--- src/sv/cagnms_pkg.sv ---
// Shared types and constants for the class-aware greedy NMS block.
// Depends on nothing; imported by cagnms_cell and class_aware_greedy_nms_top.
package cagnms_pkg;

  localparam int unsigned COORD_W = 12;
  localparam int unsigned LABEL_W = 8;
  localparam int unsigned AREA_W  = 2 * COORD_W;
  localparam int unsigned THR_W   = 9;
  localparam int unsigned INDEX_W = 12;

  localparam logic [THR_W-1:0]   THR_RESET = 9'd115;
  localparam logic [INDEX_W-1:0] INDEX_MAX = 12'hFFF;

  // One box as held in the kept store (56 bits)
  typedef struct packed {
    logic [COORD_W-1:0] x;
    logic [COORD_W-1:0] y;
    logic [COORD_W-1:0] w;
    logic [COORD_W-1:0] h;
    logic [LABEL_W-1:0] label;
  } box_t;

  // Item travelling down the cell chain
  typedef struct packed {
    logic              vld;
    logic              hit;
    box_t              box;
    logic [AREA_W-1:0] area;
  } token_t;

endpackage

--- src/sv/cagnms_cell.sv ---
// One cell of the suppression chain: holds one kept box and tests the passing item.
// Depends on cagnms_pkg (box_t, token_t, widths).
module cagnms_cell (
  input  logic                        clk_i,
  input  logic                        rst_ni,
  input  cagnms_pkg::token_t          tok_i,
  output cagnms_pkg::token_t          tok_o,
  input  logic [cagnms_pkg::THR_W-1:0]  thr_i,
  input  logic                        active_i,
  input  logic                        wr_i,
  input  cagnms_pkg::box_t            wr_box_i,
  input  logic [cagnms_pkg::AREA_W-1:0] wr_area_i
);
  import cagnms_pkg::*;

  // Overlap of two 1-D extents, zero when disjoint
  function automatic logic [COORD_W-1:0] overlap(
    input logic [COORD_W-1:0] a0, input logic [COORD_W-1:0] alen,
    input logic [COORD_W-1:0] b0, input logic [COORD_W-1:0] blen
  );
    logic [COORD_W:0] a1;
    logic [COORD_W:0] b1;
    logic [COORD_W:0] lo;
    logic [COORD_W:0] hi;
    logic [COORD_W:0] diff;
    a1   = {1'b0, a0} + {1'b0, alen};
    b1   = {1'b0, b0} + {1'b0, blen};
    lo   = (a0 > b0) ? {1'b0, a0} : {1'b0, b0};
    hi   = (a1 < b1) ? a1 : b1;
    diff = (hi > lo) ? (hi - lo) : '0;
    return diff[COORD_W-1:0];
  endfunction

  box_t              kbox_q;
  logic [AREA_W-1:0] karea_q;

  token_t            tok1_q;
  logic [AREA_W-1:0] inter_q;
  logic              match_q;
  token_t            tok2_q;

  logic [COORD_W-1:0]  ov_x;
  logic [COORD_W-1:0]  ov_y;
  logic [AREA_W-1:0]   inter_d;
  logic [AREA_W:0]     uni;
  logic [AREA_W+7:0]   lhs;
  logic [AREA_W+THR_W:0] rhs;
  logic                exceeds;

  // Store the kept box when this slot is the next free one
  always_ff @(posedge clk_i) begin
    if (wr_i) begin
      kbox_q  <= wr_box_i;
      karea_q <= wr_area_i;
    end
  end

  // Stage one: intersection area and label match
  always_comb begin
    ov_x    = overlap(tok_i.box.x, tok_i.box.w, kbox_q.x, kbox_q.w);
    ov_y    = overlap(tok_i.box.y, tok_i.box.h, kbox_q.y, kbox_q.h);
    inter_d = {{COORD_W{1'b0}}, ov_x} * {{COORD_W{1'b0}}, ov_y};
  end

  always_ff @(posedge clk_i or negedge rst_ni) begin
    if (!rst_ni) begin
      tok1_q  <= '0;
      inter_q <= '0;
      match_q <= 1'b0;
    end else begin
      tok1_q  <= tok_i;
      inter_q <= inter_d;
      match_q <= active_i && (kbox_q.label == tok_i.box.label);
    end
  end

  // Stage two: inter*256 > threshold*union, no division
  always_comb begin
    uni     = {1'b0, tok1_q.area} + {1'b0, karea_q} - {1'b0, inter_q};
    lhs     = {inter_q, 8'b0};
    rhs     = {{(AREA_W+1){1'b0}}, thr_i} * {{THR_W{1'b0}}, uni};
    exceeds = {{(THR_W-7){1'b0}}, lhs} > rhs;
  end

  always_ff @(posedge clk_i or negedge rst_ni) begin
    if (!rst_ni) begin
      tok2_q <= '0;
    end else begin
      tok2_q.vld  <= tok1_q.vld;
      tok2_q.hit  <= tok1_q.hit | (match_q & exceeds);
      tok2_q.box  <= tok1_q.box;
      tok2_q.area <= tok1_q.area;
    end
  end

  assign tok_o = tok2_q;

endmodule

--- config.mk ---
export PLATFORM = sky130hd
export DESIGN_NAME = cagnms_cell
export DESIGN_NICKNAME = d
export VERILOG_FILES = /design/src/sv/cagnms_pkg.sv /design/src/sv/cagnms_cell.sv
export SDC_FILE = /design/constraint.sdc
export NUM_CORES = 1
export LEC_CHECK = 0
export ABC_CLOCK_PERIOD_IN_PS = 12100
export BUFFER_PORTS_ARGS = -buffer_cell sky130_fd_sc_hd__buf_2
export CAP_MARGIN = 25
export CORE_MARGIN = 3
export CORE_UTILIZATION = 60
export CTS_CLUSTER_DIAMETER = 150
export DETAILED_ROUTE_END_ITERATION = 8
export HOLD_SLACK_MARGIN = 0.1
export PLACE_DENSITY = 0.81
export SLEW_MARGIN = 5
export SYNTH_ARGS = -nofsm -noshare
export SYNTH_HDL_FRONTEND = slang
export SYNTH_SLANG_ARGS = --single-unit
--- constraint.sdc ---
create_clock -name clk_i -period 12.1 [get_ports clk_i]
set_clock_uncertainty 0.2 [all_clocks]
set_input_delay 2.42 -clock clk_i [delete_from_list [all_inputs] [get_ports clk_i]]
set_output_delay 2.42 -clock clk_i [all_outputs]
set_load 0.01 [all_outputs]
==> impl_metrics.yaml, run 1 <==
place:
  port-buffer-count: 256
  place.detailed.hpwl_um: 50500
  placed_area_um2: 28400
  routabilityCongestion: 0.922
sta:
  maxSlewHeadroom_pct: 35.7
  layout_min_cycle_time_ns: 12.01
  drv_slew: 0
  max_slew.worst_pin.slew_ns: 0.957
  final.period_utilization_pct: 99.3
  final_hold_viol_count: 0
  setup-violations-final: 0
  max_clock_freq_ghz: 0.0833
  hold-worst-slack_ns: 0.138
worst_setup_path:
  worstPathMaxFanout: 6
  worst_setup_path_class: "input pin to flop"
  rr_startpoint: "kbox_q[32]$_DFFE_PP_"
  critical_path.most_common_cell: "sky130_fd_sc_hd__fa_1"
  max_stage_delay_ns: 0.57
  critPathSlowestCell: "sky130_fd_sc_hd__fa_1"
  crit_start: "tok_i[32]"
  setup.worst_path.start_class: "input pin"
  critPathArrivalTime_ns: 12.28
  type_of_element_capturing_the_critical_path: "flop"
  critical_path_required_ns: 12.37
yosys:
  main_combinational_cell_family_by_area_after_synthesis: "adder cells"
  netlist-cell-type-count: 69
  number_of_flops_mapped_to_enable_cells_by_yosys: 80
  synth_area_per_cell_um2: 10.0
  asyncSetResetFlopFracSynth_pct: 70.3
  post_synthesis_compound_gate_area_fraction_pct: 9.67
  synthMuxAreaShare_pct: 1.64
  synth_flop_cell: "sky130_fd_sc_hd__dfrtp_1"
  synth-warning-count: 0
  syn_inst: 2544
  synth_cell_area_um2: 25500
  number_of_register_bits_inferred_by_synthesis: 269
  synth_xor_xnor_area_share_pct: 4.49
  syn_nets: 3296
  yosys.area_share.simple_pct: 12.0
  post_synth_fa_ha_maj_area_fraction_pct: 36.8
  yosysSeqAreaShare_pct: 27.9
floorplanning:
  io_pins: 257
  chipHeight_um: 212
  area_of_the_placeable_core_um2: 41500
  initial_utilization_pct: 61.6
  rows: 74
  die-area_um2: 45100
  floorplan.die.width_um: 212
global_route:
  grt_pass1_vias: 21000
  antenna_violations_before_repair: 2
  grt.total_usage_pct: 28.2
  grt_overflow: 0
  grt_pass1_wl_um: 102000
  grt_start_max_net_pins: 122
routing:
  average_wire_length_per_cell_after_detail_routing_um: 17.8
  drt-initial-drc-count: 1030
  drt_drc_violations_left: 0
  routed_wirelength_um: 62500
  antenna_violating_nets_post_route: 0
  via_count: 19500
  dr.pass1.iters: 7
  via_per_inst: 5.55
clocking:
  htree_num_levels: 1
  clkTransAtPathRegs_ns: 0.06
  clock_latency_late_sink_ns: 0.59
  numClockSinks: 269
  hold_buffers: 0
  cts_root_buf: "sky130_fd_sc_hd__clkbuf_16"
  cts_buffer_depth: 3
  cts_buf_count: 29
  tritoncts_clock_tree: "done"
finish:
  final_cell_area_um2: 29900
  nNetsFinal: 3707
  layout-area-overhead-vs-synth_pct: 17.1
  n_fill_cell: 2900
  post_route_cells_drive_above_1_share_pct: 18.5
hold_path:
  worstHoldStart: "tok1_q[25]$_DFF_PN0_"
  path_class_of_the_lowest_slack_min_delay_path: "flop to flop"
status:
  status: "finished clean"
flow_run:
  drv.max_cap_violation_count: 0
-- sequential cells by signal, summed over array words and instances (netlist names) --
signal,count
tok1_q,82
tok_o,82
kbox_q,56
inter_q,24
karea_q,24
match_q,1
-- layout by cell type, fill, tap and decap left out, types with 14 or more instances in the layout --
| master | Yosys | final |
|---|---|---|
| sky130_fd_sc_hd__buf_4 | 0 | 163 |
| sky130_fd_sc_hd__nand2b_1 | 28 | 27 |
| sky130_fd_sc_hd__a21oi_1 | 110 | 102 |
| sky130_fd_sc_hd__ha_1 | 285 | 278 |
| sky130_fd_sc_hd__nor3_1 | 30 | 28 |
| sky130_fd_sc_hd__edfxtp_1 | 80 | 80 |
| sky130_fd_sc_hd__nor2b_1 | 29 | 22 |
| sky130_fd_sc_hd__a21o_1 | 68 | 68 |
| sky130_fd_sc_hd__clkbuf_16 | 0 | 32 |
| sky130_fd_sc_hd__nand3_1 | 14 | 14 |
| sky130_fd_sc_hd__buf_2 | 9 | 254 |
| sky130_fd_sc_hd__xnor2_1 | 79 | 79 |
| sky130_fd_sc_hd__and2_1 | 107 | 107 |
| sky130_fd_sc_hd__nand4_1 | 22 | 22 |
| sky130_fd_sc_hd__nor2_1 | 111 | 108 |
| sky130_fd_sc_hd__o21bai_1 | 14 | 14 |
| sky130_fd_sc_hd__nand2_1 | 276 | 275 |
| sky130_fd_sc_hd__o21a_1 | 17 | 17 |
| sky130_fd_sc_hd__xor2_1 | 52 | 52 |
| sky130_fd_sc_hd__inv_1 | 453 | 453 |
| sky130_fd_sc_hd__o21ai_0 | 58 | 54 |
| sky130_fd_sc_hd__mux2i_1 | 34 | 33 |
| sky130_fd_sc_hd__o21ai_1 | 17 | 15 |
| sky130_fd_sc_hd__fa_1 | 292 | 290 |
| sky130_fd_sc_hd__dfrtp_1 | 189 | 189 |
-- per-layer routing --
metal  up-vias  track usage [%]  part of all wire [%]
met1      9609             34.4                    38
met2       658             51.2                    52
li1       9060                -                     -
met4         0             8.63                   3.4
met3       158             4.81                   6.1
met5         -                0                     0
-- through the flow --
stage	cells	setup slack [ns]	utilization, %	setup TNS (ns)
6_report	3511	0.0905	72.1	0
5_1_grt	3511	-0.191	72.1	-0.797
4_1_cts	3479	0.0467	70.7	0
3_5_place_dp	3426	-0.541	68.5	-3.31
3_3_place_gp	3426	-0.0656	68.5	-0.184
2_1_floorplan	2544	0.0406	-	0
-- Yosys cell counts (5+ instances only) --
| cell | count | area [um2] |
|---|---|---|
| sky130_fd_sc_hd__a21o_1 | 68 | 510 |
| sky130_fd_sc_hd__nand3_1 | 14 | 70.1 |
| sky130_fd_sc_hd__o21ai_0 | 58 | 290 |
| sky130_fd_sc_hd__o21a_1 | 17 | 128 |
| sky130_fd_sc_hd__xnor2_1 | 79 | 692 |
| sky130_fd_sc_hd__a2111oi_0 | 6 | 52.6 |
| sky130_fd_sc_hd__nor2b_1 | 29 | 181 |
| sky130_fd_sc_hd__nand4_1 | 22 | 138 |
| sky130_fd_sc_hd__o211ai_1 | 7 | 52.6 |
| sky130_fd_sc_hd__a31oi_1 | 12 | 75.1 |
| sky130_fd_sc_hd__nor2_1 | 111 | 417 |
| sky130_fd_sc_hd__inv_1 | 453 | 1700 |
| sky130_fd_sc_hd__o31ai_1 | 5 | 37.5 |
| sky130_fd_sc_hd__nand2b_1 | 28 | 175 |
| sky130_fd_sc_hd__dfrtp_1 | 189 | 4730 |
| sky130_fd_sc_hd__a21oi_1 | 110 | 551 |
| sky130_fd_sc_hd__and2_1 | 107 | 669 |
| sky130_fd_sc_hd__or2_2 | 5 | 31.3 |
| sky130_fd_sc_hd__a211oi_1 | 11 | 82.6 |
| sky130_fd_sc_hd__xor2_1 | 52 | 455 |
| sky130_fd_sc_hd__mux2i_1 | 34 | 340 |
| sky130_fd_sc_hd__nand2_1 | 276 | 1040 |
| sky130_fd_sc_hd__mux2_2 | 7 | 78.8 |
| sky130_fd_sc_hd__o21ai_1 | 17 | 85.1 |
| sky130_fd_sc_hd__buf_2 | 9 | 45.0 |
| sky130_fd_sc_hd__ha_1 | 285 | 3570 |
| sky130_fd_sc_hd__fa_1 | 292 | 5850 |
| sky130_fd_sc_hd__nor3_1 | 30 | 150 |
| sky130_fd_sc_hd__o21bai_1 | 14 | 105 |
| sky130_fd_sc_hd__clkbuf_1 | 35 | 131 |
| sky130_fd_sc_hd__and4_1 | 6 | 52.6 |
| sky130_fd_sc_hd__and3_1 | 8 | 50.1 |
| sky130_fd_sc_hd__edfxtp_1 | 80 | 2400 |
-- cell families (layout without fill, tap and decap cells) --
logic type      after synthesis  count (layout)
compound gates              376             377
xor+xnor                    131             131
fa+ha+maj                   577             577
buf+inv                     501             933
flops                       269             269
mux                          41              41
other cells                   0               2
simple gates                649             649
-- final timing paths --
check / endpoint / cells after the start / slack (ns)
worst max-delay path: inter_q[22]$_DFF_PN0_ / 45 / 0.09
worst min-delay path: tok_o[25]$_DFF_PN0_ / 0 / 0.14
worst max register to register: inter_q[22]$_DFF_PN0_ / 46 / 1.32
worst min register to register: tok_o[25]$_DFF_PN0_ / 0 / 0.14
max in group asynchronous: match_q$_DFF_PN0_ / 2 / 8.39
min in group asynchronous: tok1_q[56]$_DFF_PN0_ / 1 / 1.80
-- repair_timing --
item                       4_1_cts  5_1_grt
gates resized for setup          0       72
setup endpoints to repair        0       13
buffers inserted                 0       25
-- layout make-up --
type / instances / area (um2) / share of cell area [%]
antenna: 2 / 5.00 / 0.0167
clock buffer: 38 / 801 / 2.68
clock inverter: 15 / 126 / 0.422
inverter: 453 / 1700 / 5.68
multi-input combinational: 1775 / 16900 / 56.3
sequential: 269 / 7130 / 23.8
tap: 532 / 666 / 2.22
timing repair buffer: 427 / 2640 / 8.82
-- critical path, delay by kind of cell --
family,cells,cell delay [ns]
compound gates,20,3.73
xor+xnor,2,0.33
fa+ha+maj,10,3.98
buf+inv,6,0.66
mux,1,0.13
simple gates,6,1.00
Power of run 1 is not shown: default switching activity piles up to over one toggle a cycle in this logic, so the estimate is an artifact.
==> inputs of run 2 (changes only) <==
--- a/config.mk
+++ b/config.mk
@@ -5,7 +5,7 @@
 export SDC_FILE = /design/constraint.sdc
 export NUM_CORES = 1
 export LEC_CHECK = 0
-export ABC_CLOCK_PERIOD_IN_PS = 12100
+export ABC_CLOCK_PERIOD_IN_PS = 12800
 export BUFFER_PORTS_ARGS = -buffer_cell sky130_fd_sc_hd__buf_2
 export CAP_MARGIN = 25
 export CORE_MARGIN = 3
@@ -14,6 +14,7 @@
 export DETAILED_ROUTE_END_ITERATION = 8
 export HOLD_SLACK_MARGIN = 0.1
 export PLACE_DENSITY = 0.81
+export RECOVER_POWER = 100
 export SLEW_MARGIN = 5
 export SYNTH_ARGS = -nofsm -noshare
 export SYNTH_HDL_FRONTEND = slang
==> constraint.sdc (replaced) <==
create_clock -name clk_i -period 12.8 [get_ports clk_i]
set_clock_uncertainty 0.2 [all_clocks]
set_input_delay 2.56 -clock clk_i [delete_from_list [all_inputs] [get_ports clk_i]]
set_output_delay 2.56 -clock clk_i [all_outputs]
set_load 0.01 [all_outputs]
==> impl_metrics.yaml, run 2 (same netlist as run 1, synthesis figures left out) <==
status:
  status: "finished clean"
worst_setup_path:
  worstPathMaxFanout: 10
  type_of_element_capturing_the_critical_path: "flop"
  critical_path.most_common_cell: "sky130_fd_sc_hd__inv_1"
  critical_path_required_ns: 13.05
  setup.worst_path.start_class: "input pin"
  max_stage_delay_ns: 0.55
  critPathSlowestCell: "sky130_fd_sc_hd__fa_1"
  critPathArrivalTime_ns: 12.54
  worst_setup_path_class: "input pin to flop"
sta:
  layout_min_cycle_time_ns: 12.28
  drv_slew: 0
  worst_slack_ns: 0.516
  final_hold_viol_count: 0
  setup-violations-final: 0
  final.period_utilization_pct: 96.0
  max_slew.worst_pin.slew_ns: 1.04
  max_clock_freq_ghz: 0.0814
  maxSlewHeadroom_pct: 30.0
  rsz0062_at_grt: "yes"
finish:
  n_fill_cell: 3069
  nNetsFinal: 3603
  layout-area-overhead-vs-synth_pct: 13.1
  mostFrequentLayoutCell: "sky130_fd_sc_hd__inv_1"
  post_route_cells_drive_above_1_share_pct: 13.2
  most_used_cells_in_the_layout_excluding_fill_and_tap_cells: "453 x sky130_fd_sc_hd__inv_1, 292 x sky130_fd_sc_hd__fa_1, 285 x sky130_fd_sc_hd__ha_1"
clocking:
  tritoncts_clock_tree: "done"
  cts_root_buf: "sky130_fd_sc_hd__clkbuf_16"
  clkTransAtPathRegs_ns: 0.06
  clock_latency_late_sink_ns: 0.58
  cts_buf_count: 29
  numClockSinks: 269
  hold_buffers: 0
  cts_buffer_depth: 3
  htree_num_levels: 1
hold_path:
  path_class_of_the_lowest_slack_min_delay_path: "flop to flop"
global_route:
  grt.total_usage_pct: 28.4
  grt_start_max_net_pins: 121
  grt_pass1_vias: 21200
  grt_pass1_wl_um: 103000
  antenna_violations_before_repair: 3
  grt_overflow: 0
place:
  place.detailed.hpwl_um: 49800
  port-buffer-count: 256
  pre_cts_slack_ns: -0.488
  routabilityCongestion: 0.985
floorplanning:
  initial_utilization_pct: 61.6
  floorplan.die.width_um: 212
  io_pins: 257
  chipHeight_um: 212
  die-area_um2: 45100
  rows: 74
  area_of_the_placeable_core_um2: 41500
routing:
  average_wire_length_per_cell_after_detail_routing_um: 18.1
  via_count: 19000
  antenna_violating_nets_post_route: 0
  drt-initial-drc-count: 1020
  routed_wirelength_um: 61700
  dr.pass1.iters: 5
  via_per_inst: 5.57
  drt_drc_violations_left: 0
flow_run:
  drv.max_cap_violation_count: 0
==> run 2: cell types whose count changed in the layout (fill, tap and decap cells not counted), moves of 5 or more <==
cell / delta
sky130_fd_sc_hd__ha_1: +7
sky130_fd_sc_hd__a21oi_1: +6
sky130_fd_sc_hd__clkbuf_8: +6
sky130_fd_sc_hd__buf_2: -36
sky130_fd_sc_hd__ha_4: -6
sky130_fd_sc_hd__buf_6: -5
sky130_fd_sc_hd__a21oi_2: -7
sky130_fd_sc_hd__clkbuf_1: +35
sky130_fd_sc_hd__nor2b_1: +5
sky130_fd_sc_hd__buf_4: -96
==> run 2: final cells by class <==
type                            count  area, um2  area share, %
Tap cell                          532        666           2.30
Antenna cell                        3       7.51         0.0260
Clock buffer                       42        855           2.96
Clock inverter                     12        119          0.411
Multi-Input combinational cell   1774      16600           57.6
Timing Repair Buffer              324       1770           6.11
Inverter                          453       1700           5.89
Sequential cell                   269       7130           24.7
==> run 2: final timing paths <==
check,endpoint,slack (ns),cells after the start,startpoint
setup / recovery,inter_q[23]$_DFF_PN0_,0.52,49,tok_i[32]
hold / removal,tok_o[52]$_DFF_PN0_,0.14,0,tok1_q[52]$_DFF_PN0_
setup reg to reg,inter_q[23]$_DFF_PN0_,1.90,50,kbox_q[32]$_DFFE_PP_
hold reg to reg,tok_o[52]$_DFF_PN0_,0.14,0,tok1_q[52]$_DFF_PN0_
max in group asynchronous,tok_o[14]$_DFF_PN0_,8.95,2,rst_ni
min in group asynchronous,tok1_q[33]$_DFF_PN0_,1.94,1,rst_ni
==> run 2: layer usage <==
metal / part of all wire (%) / GRT usage [%]
met4: 3.4 / 8.95
met5: 0 / 0
met3: 5.1 / 4.41
met2: 53 / 53.4
met1: 38 / 33.4
==> run 2: repair_timing <==
action	CTS	global route
buffers inserted	0	4
setup endpoints to repair	0	9
resized for setup	0	26
==> run 2: worst max-delay path: cells and delay by family <==
kind                       cells  cell delay, ns
AOI/OAI and AO/OA             18            3.51
buffers and inverters         11            1.28
and+or+nand+nor                9            1.32
adders and majority gates     10            3.74
xor gates and xnor gates       1            0.11
==> run 2: through the flow <==
| step | hold WS, ns | TNS (ns) | instances | utilization, % | instance area, um2 |
|---|---|---|---|---|---|
| final | 0.143 | 0 | 3409 | 69.7 | 28900 |
| after global routing | 0.147 | -0.104 | 3409 | 69.7 | 28900 |
| after CTS | 0.145 | 0 | 3400 | 69.3 | 28800 |
| after detailed placement | 0.135 | -2.43 | 3346 | 67.0 | 27800 |
| after global placement | 0.131 | -0.419 | 3346 | 67.0 | 27800 |
| after floorplan | 0.131 | 0 | 2544 | - | 25500 |
Power of run 2 is left out for the same reason.
==> inputs of run 3 (changes only) <==
==> constraint.sdc (replaced) <==
create_clock -name clk_i -period 12.8 [get_ports clk_i]
set_clock_uncertainty 0.2 [all_clocks]
set_input_delay 0.64 -clock clk_i [delete_from_list [all_inputs] [get_ports clk_i]]
set_output_delay 0.64 -clock clk_i [all_outputs]
set_load 0.01 [all_outputs]
==> impl_metrics.yaml, run 3 (same netlist as run 1, synthesis figures left out) <==
sta:
  layout_min_cycle_time_ns: 12.07
  final.period_utilization_pct: 94.3
  maxSlewHeadroom_pct: -285
  setup-violations-final: 0
  max_slew.worst_pin.slew_ns: 5.77
  max_clock_freq_ghz: 0.0829
  final_tns_setup_ns: 0
  drv_slew: 255
  rsz0062_at_grt: "no"
  final_hold_viol_count: 0
floorplanning:
  io_pins: 257
  chipHeight_um: 212
  floorplan.die.width_um: 212
  initial_utilization_pct: 61.6
  rows: 74
  area_of_the_placeable_core_um2: 41500
  die-area_um2: 45100
place:
  routabilityCongestion: 0.915
  port-buffer-count: 256
  place.detailed.hpwl_um: 49200
hold_path:
  path_class_of_the_lowest_slack_min_delay_path: "input pin to flop"
  hold_depth: 2
  worstHoldStart: "active_i"
global_route:
  grt_start_max_net_pins: 123
  grt_overflow: 0
  grt_pass1_vias: 22100
  grt.total_usage_pct: 30.6
  antenna_violations_before_repair: 3
  grt_pass1_wl_um: 110000
status:
  violations: "capacitance limit, slew limit"
  status: "finished with violations"
clocking:
  clkTransAtPathRegs_ns: 0.07
  cts_buffer_depth: 3
  htree_num_levels: 1
  numClockSinks: 269
  clock_latency_late_sink_ns: 0.60
  cts_buf_count: 28
  tritoncts_clock_tree: "done"
  cts_root_buf: "sky130_fd_sc_hd__clkbuf_16"
  postCtsSetupBuffers: 0
worst_setup_path:
  worstPathMaxFanout: 19
  worst_r2r_path_depth: 42
  worst_setup_path_class: "input pin to flop"
  worst_setup_path_end: "inter_q[20]$_DFF_PN0_"
  type_of_element_capturing_the_critical_path: "flop"
  cp_top_family: "compound AO/OA/AOI/OAI gates"
  path_buf_inv: 6
  cp_num_cells: 45
  critical_path.most_common_cell: "sky130_fd_sc_hd__a21oi_1"
  setup.worst_path.start_class: "input pin"
  max_stage_delay_ns: 0.67
  critical_path_required_ns: 13.06
  rr_startpoint: "kbox_q[45]$_DFFE_PP_"
  r2r-end: "inter_q[20]$_DFF_PN0_"
  critPathArrivalTime_ns: 12.32
  setup.reg_to_reg.worst_slack_ns: 1.13
  critPathSlowestCell: "sky130_fd_sc_hd__a211oi_2"
  crit_start: "tok_i[69]"
routing:
  dr.pass1.iters: 6
  average_wire_length_per_cell_after_detail_routing_um: 19.2
  antenna_violating_nets_post_route: 0
  via_per_inst: 5.73
  drt_drc_violations_left: 0
  drt-initial-drc-count: 1124
  via_count: 20100
  routed_wirelength_um: 67600
finish:
  post_route_cells_drive_above_1_share_pct: 6.21
  most_used_cells_in_the_layout_excluding_fill_and_tap_cells: "453 x sky130_fd_sc_hd__inv_1, 292 x sky130_fd_sc_hd__fa_1, 285 x sky130_fd_sc_hd__ha_1"
  n_fill_cell: 2973
  layout-area-overhead-vs-synth_pct: 16.6
  mostFrequentLayoutCell: "sky130_fd_sc_hd__inv_1"
  nNetsFinal: 3710
flow_run:
  drv.max_cap_violation_count: 4
## run 3: changes by cell type in the layout (fill, tap and decap cells not counted), sizes merged
| cell | change |
|---|---|
| buf | -178 |
| dlygate4sd3 | +163 |
| clkbuf | +124 |
| clkinv | -3 |
| bufinv | -1 |
| inv | +1 |
## run 3: worst register-to-register path, delay by kind of cell (launching register included)
family | cells | cell delay (ns)
buffers and inverters | 3 | 0.34
flip-flops | 1 | 0.42
multiplexers | 1 | 0.27
AO/OA/AOI/OAI | 18 | 4.32
adder cells (fa/ha/maj) | 9 | 3.82
XOR/XNOR | 2 | 0.37
AND/OR/NAND/NOR | 9 | 1.80
## run 3: layout make-up
cell class / instances / area [um2] / share of cell area, %
Multi-Input combinational cell: 1774 / 16500 / 55.5
Sequential cell: 269 / 7130 / 24.0
Timing Repair Buffer: 432 / 2800 / 9.41
Inverter: 453 / 1700 / 5.71
Clock buffer: 43 / 857 / 2.88
Tap cell: 532 / 666 / 2.24
Clock inverter: 9 / 91.3 / 0.307
Antenna cell: 3 / 7.51 / 0.0252
## run 3: layer usage
layer / up-vias / wire length (um) / GRT usage [%]
li1: 9059 / - / -
met1: 9949 / 24900 / 35.6
met2: 863 / 35400 / 56.8
met3: 258 / 3810 / 4.25
met4: 0 / 3410 / 13.0
met5: - / 0 / 0
## run 3: repair_timing
action / in CTS / in global routing
endpoints found under the hold margin: 283 / 0
setup endpoints to repair: 0 / 0
resized for setup: 0 / 0
hold buffers: 163 / 0
## run 3: stage by stage
step                util [%]  setup WS (ns)  cell area [um2]  std cells  hold WS [ns]
floorplan                  -           2.22            25500       2544         0.131
global placement        66.0           1.45            27400       3295         0.132
detailed placement      66.0          0.973            27400       3295         0.136
CTS                     72.3          0.998            30000       3510         0.114
global route            71.8         0.0552            29800       3515         0.143
finish                  71.8          0.734            29800       3515         0.122
## run 3: worst min-delay path by stage
stage,slack (ns),endpoint
after floorplan,0.13,tok_o[24]$_DFF_PN0_
after global placement,0.13,tok_o[61]$_DFF_PN0_
after detailed placement,0.14,tok_o[62]$_DFF_PN0_
after CTS,0.11,match_q$_DFF_PN0_
after global routing,0.14,tok_o[67]$_DFF_PN0_
final,0.12,match_q$_DFF_PN0_
Power of run 3 is left out for the same reason.
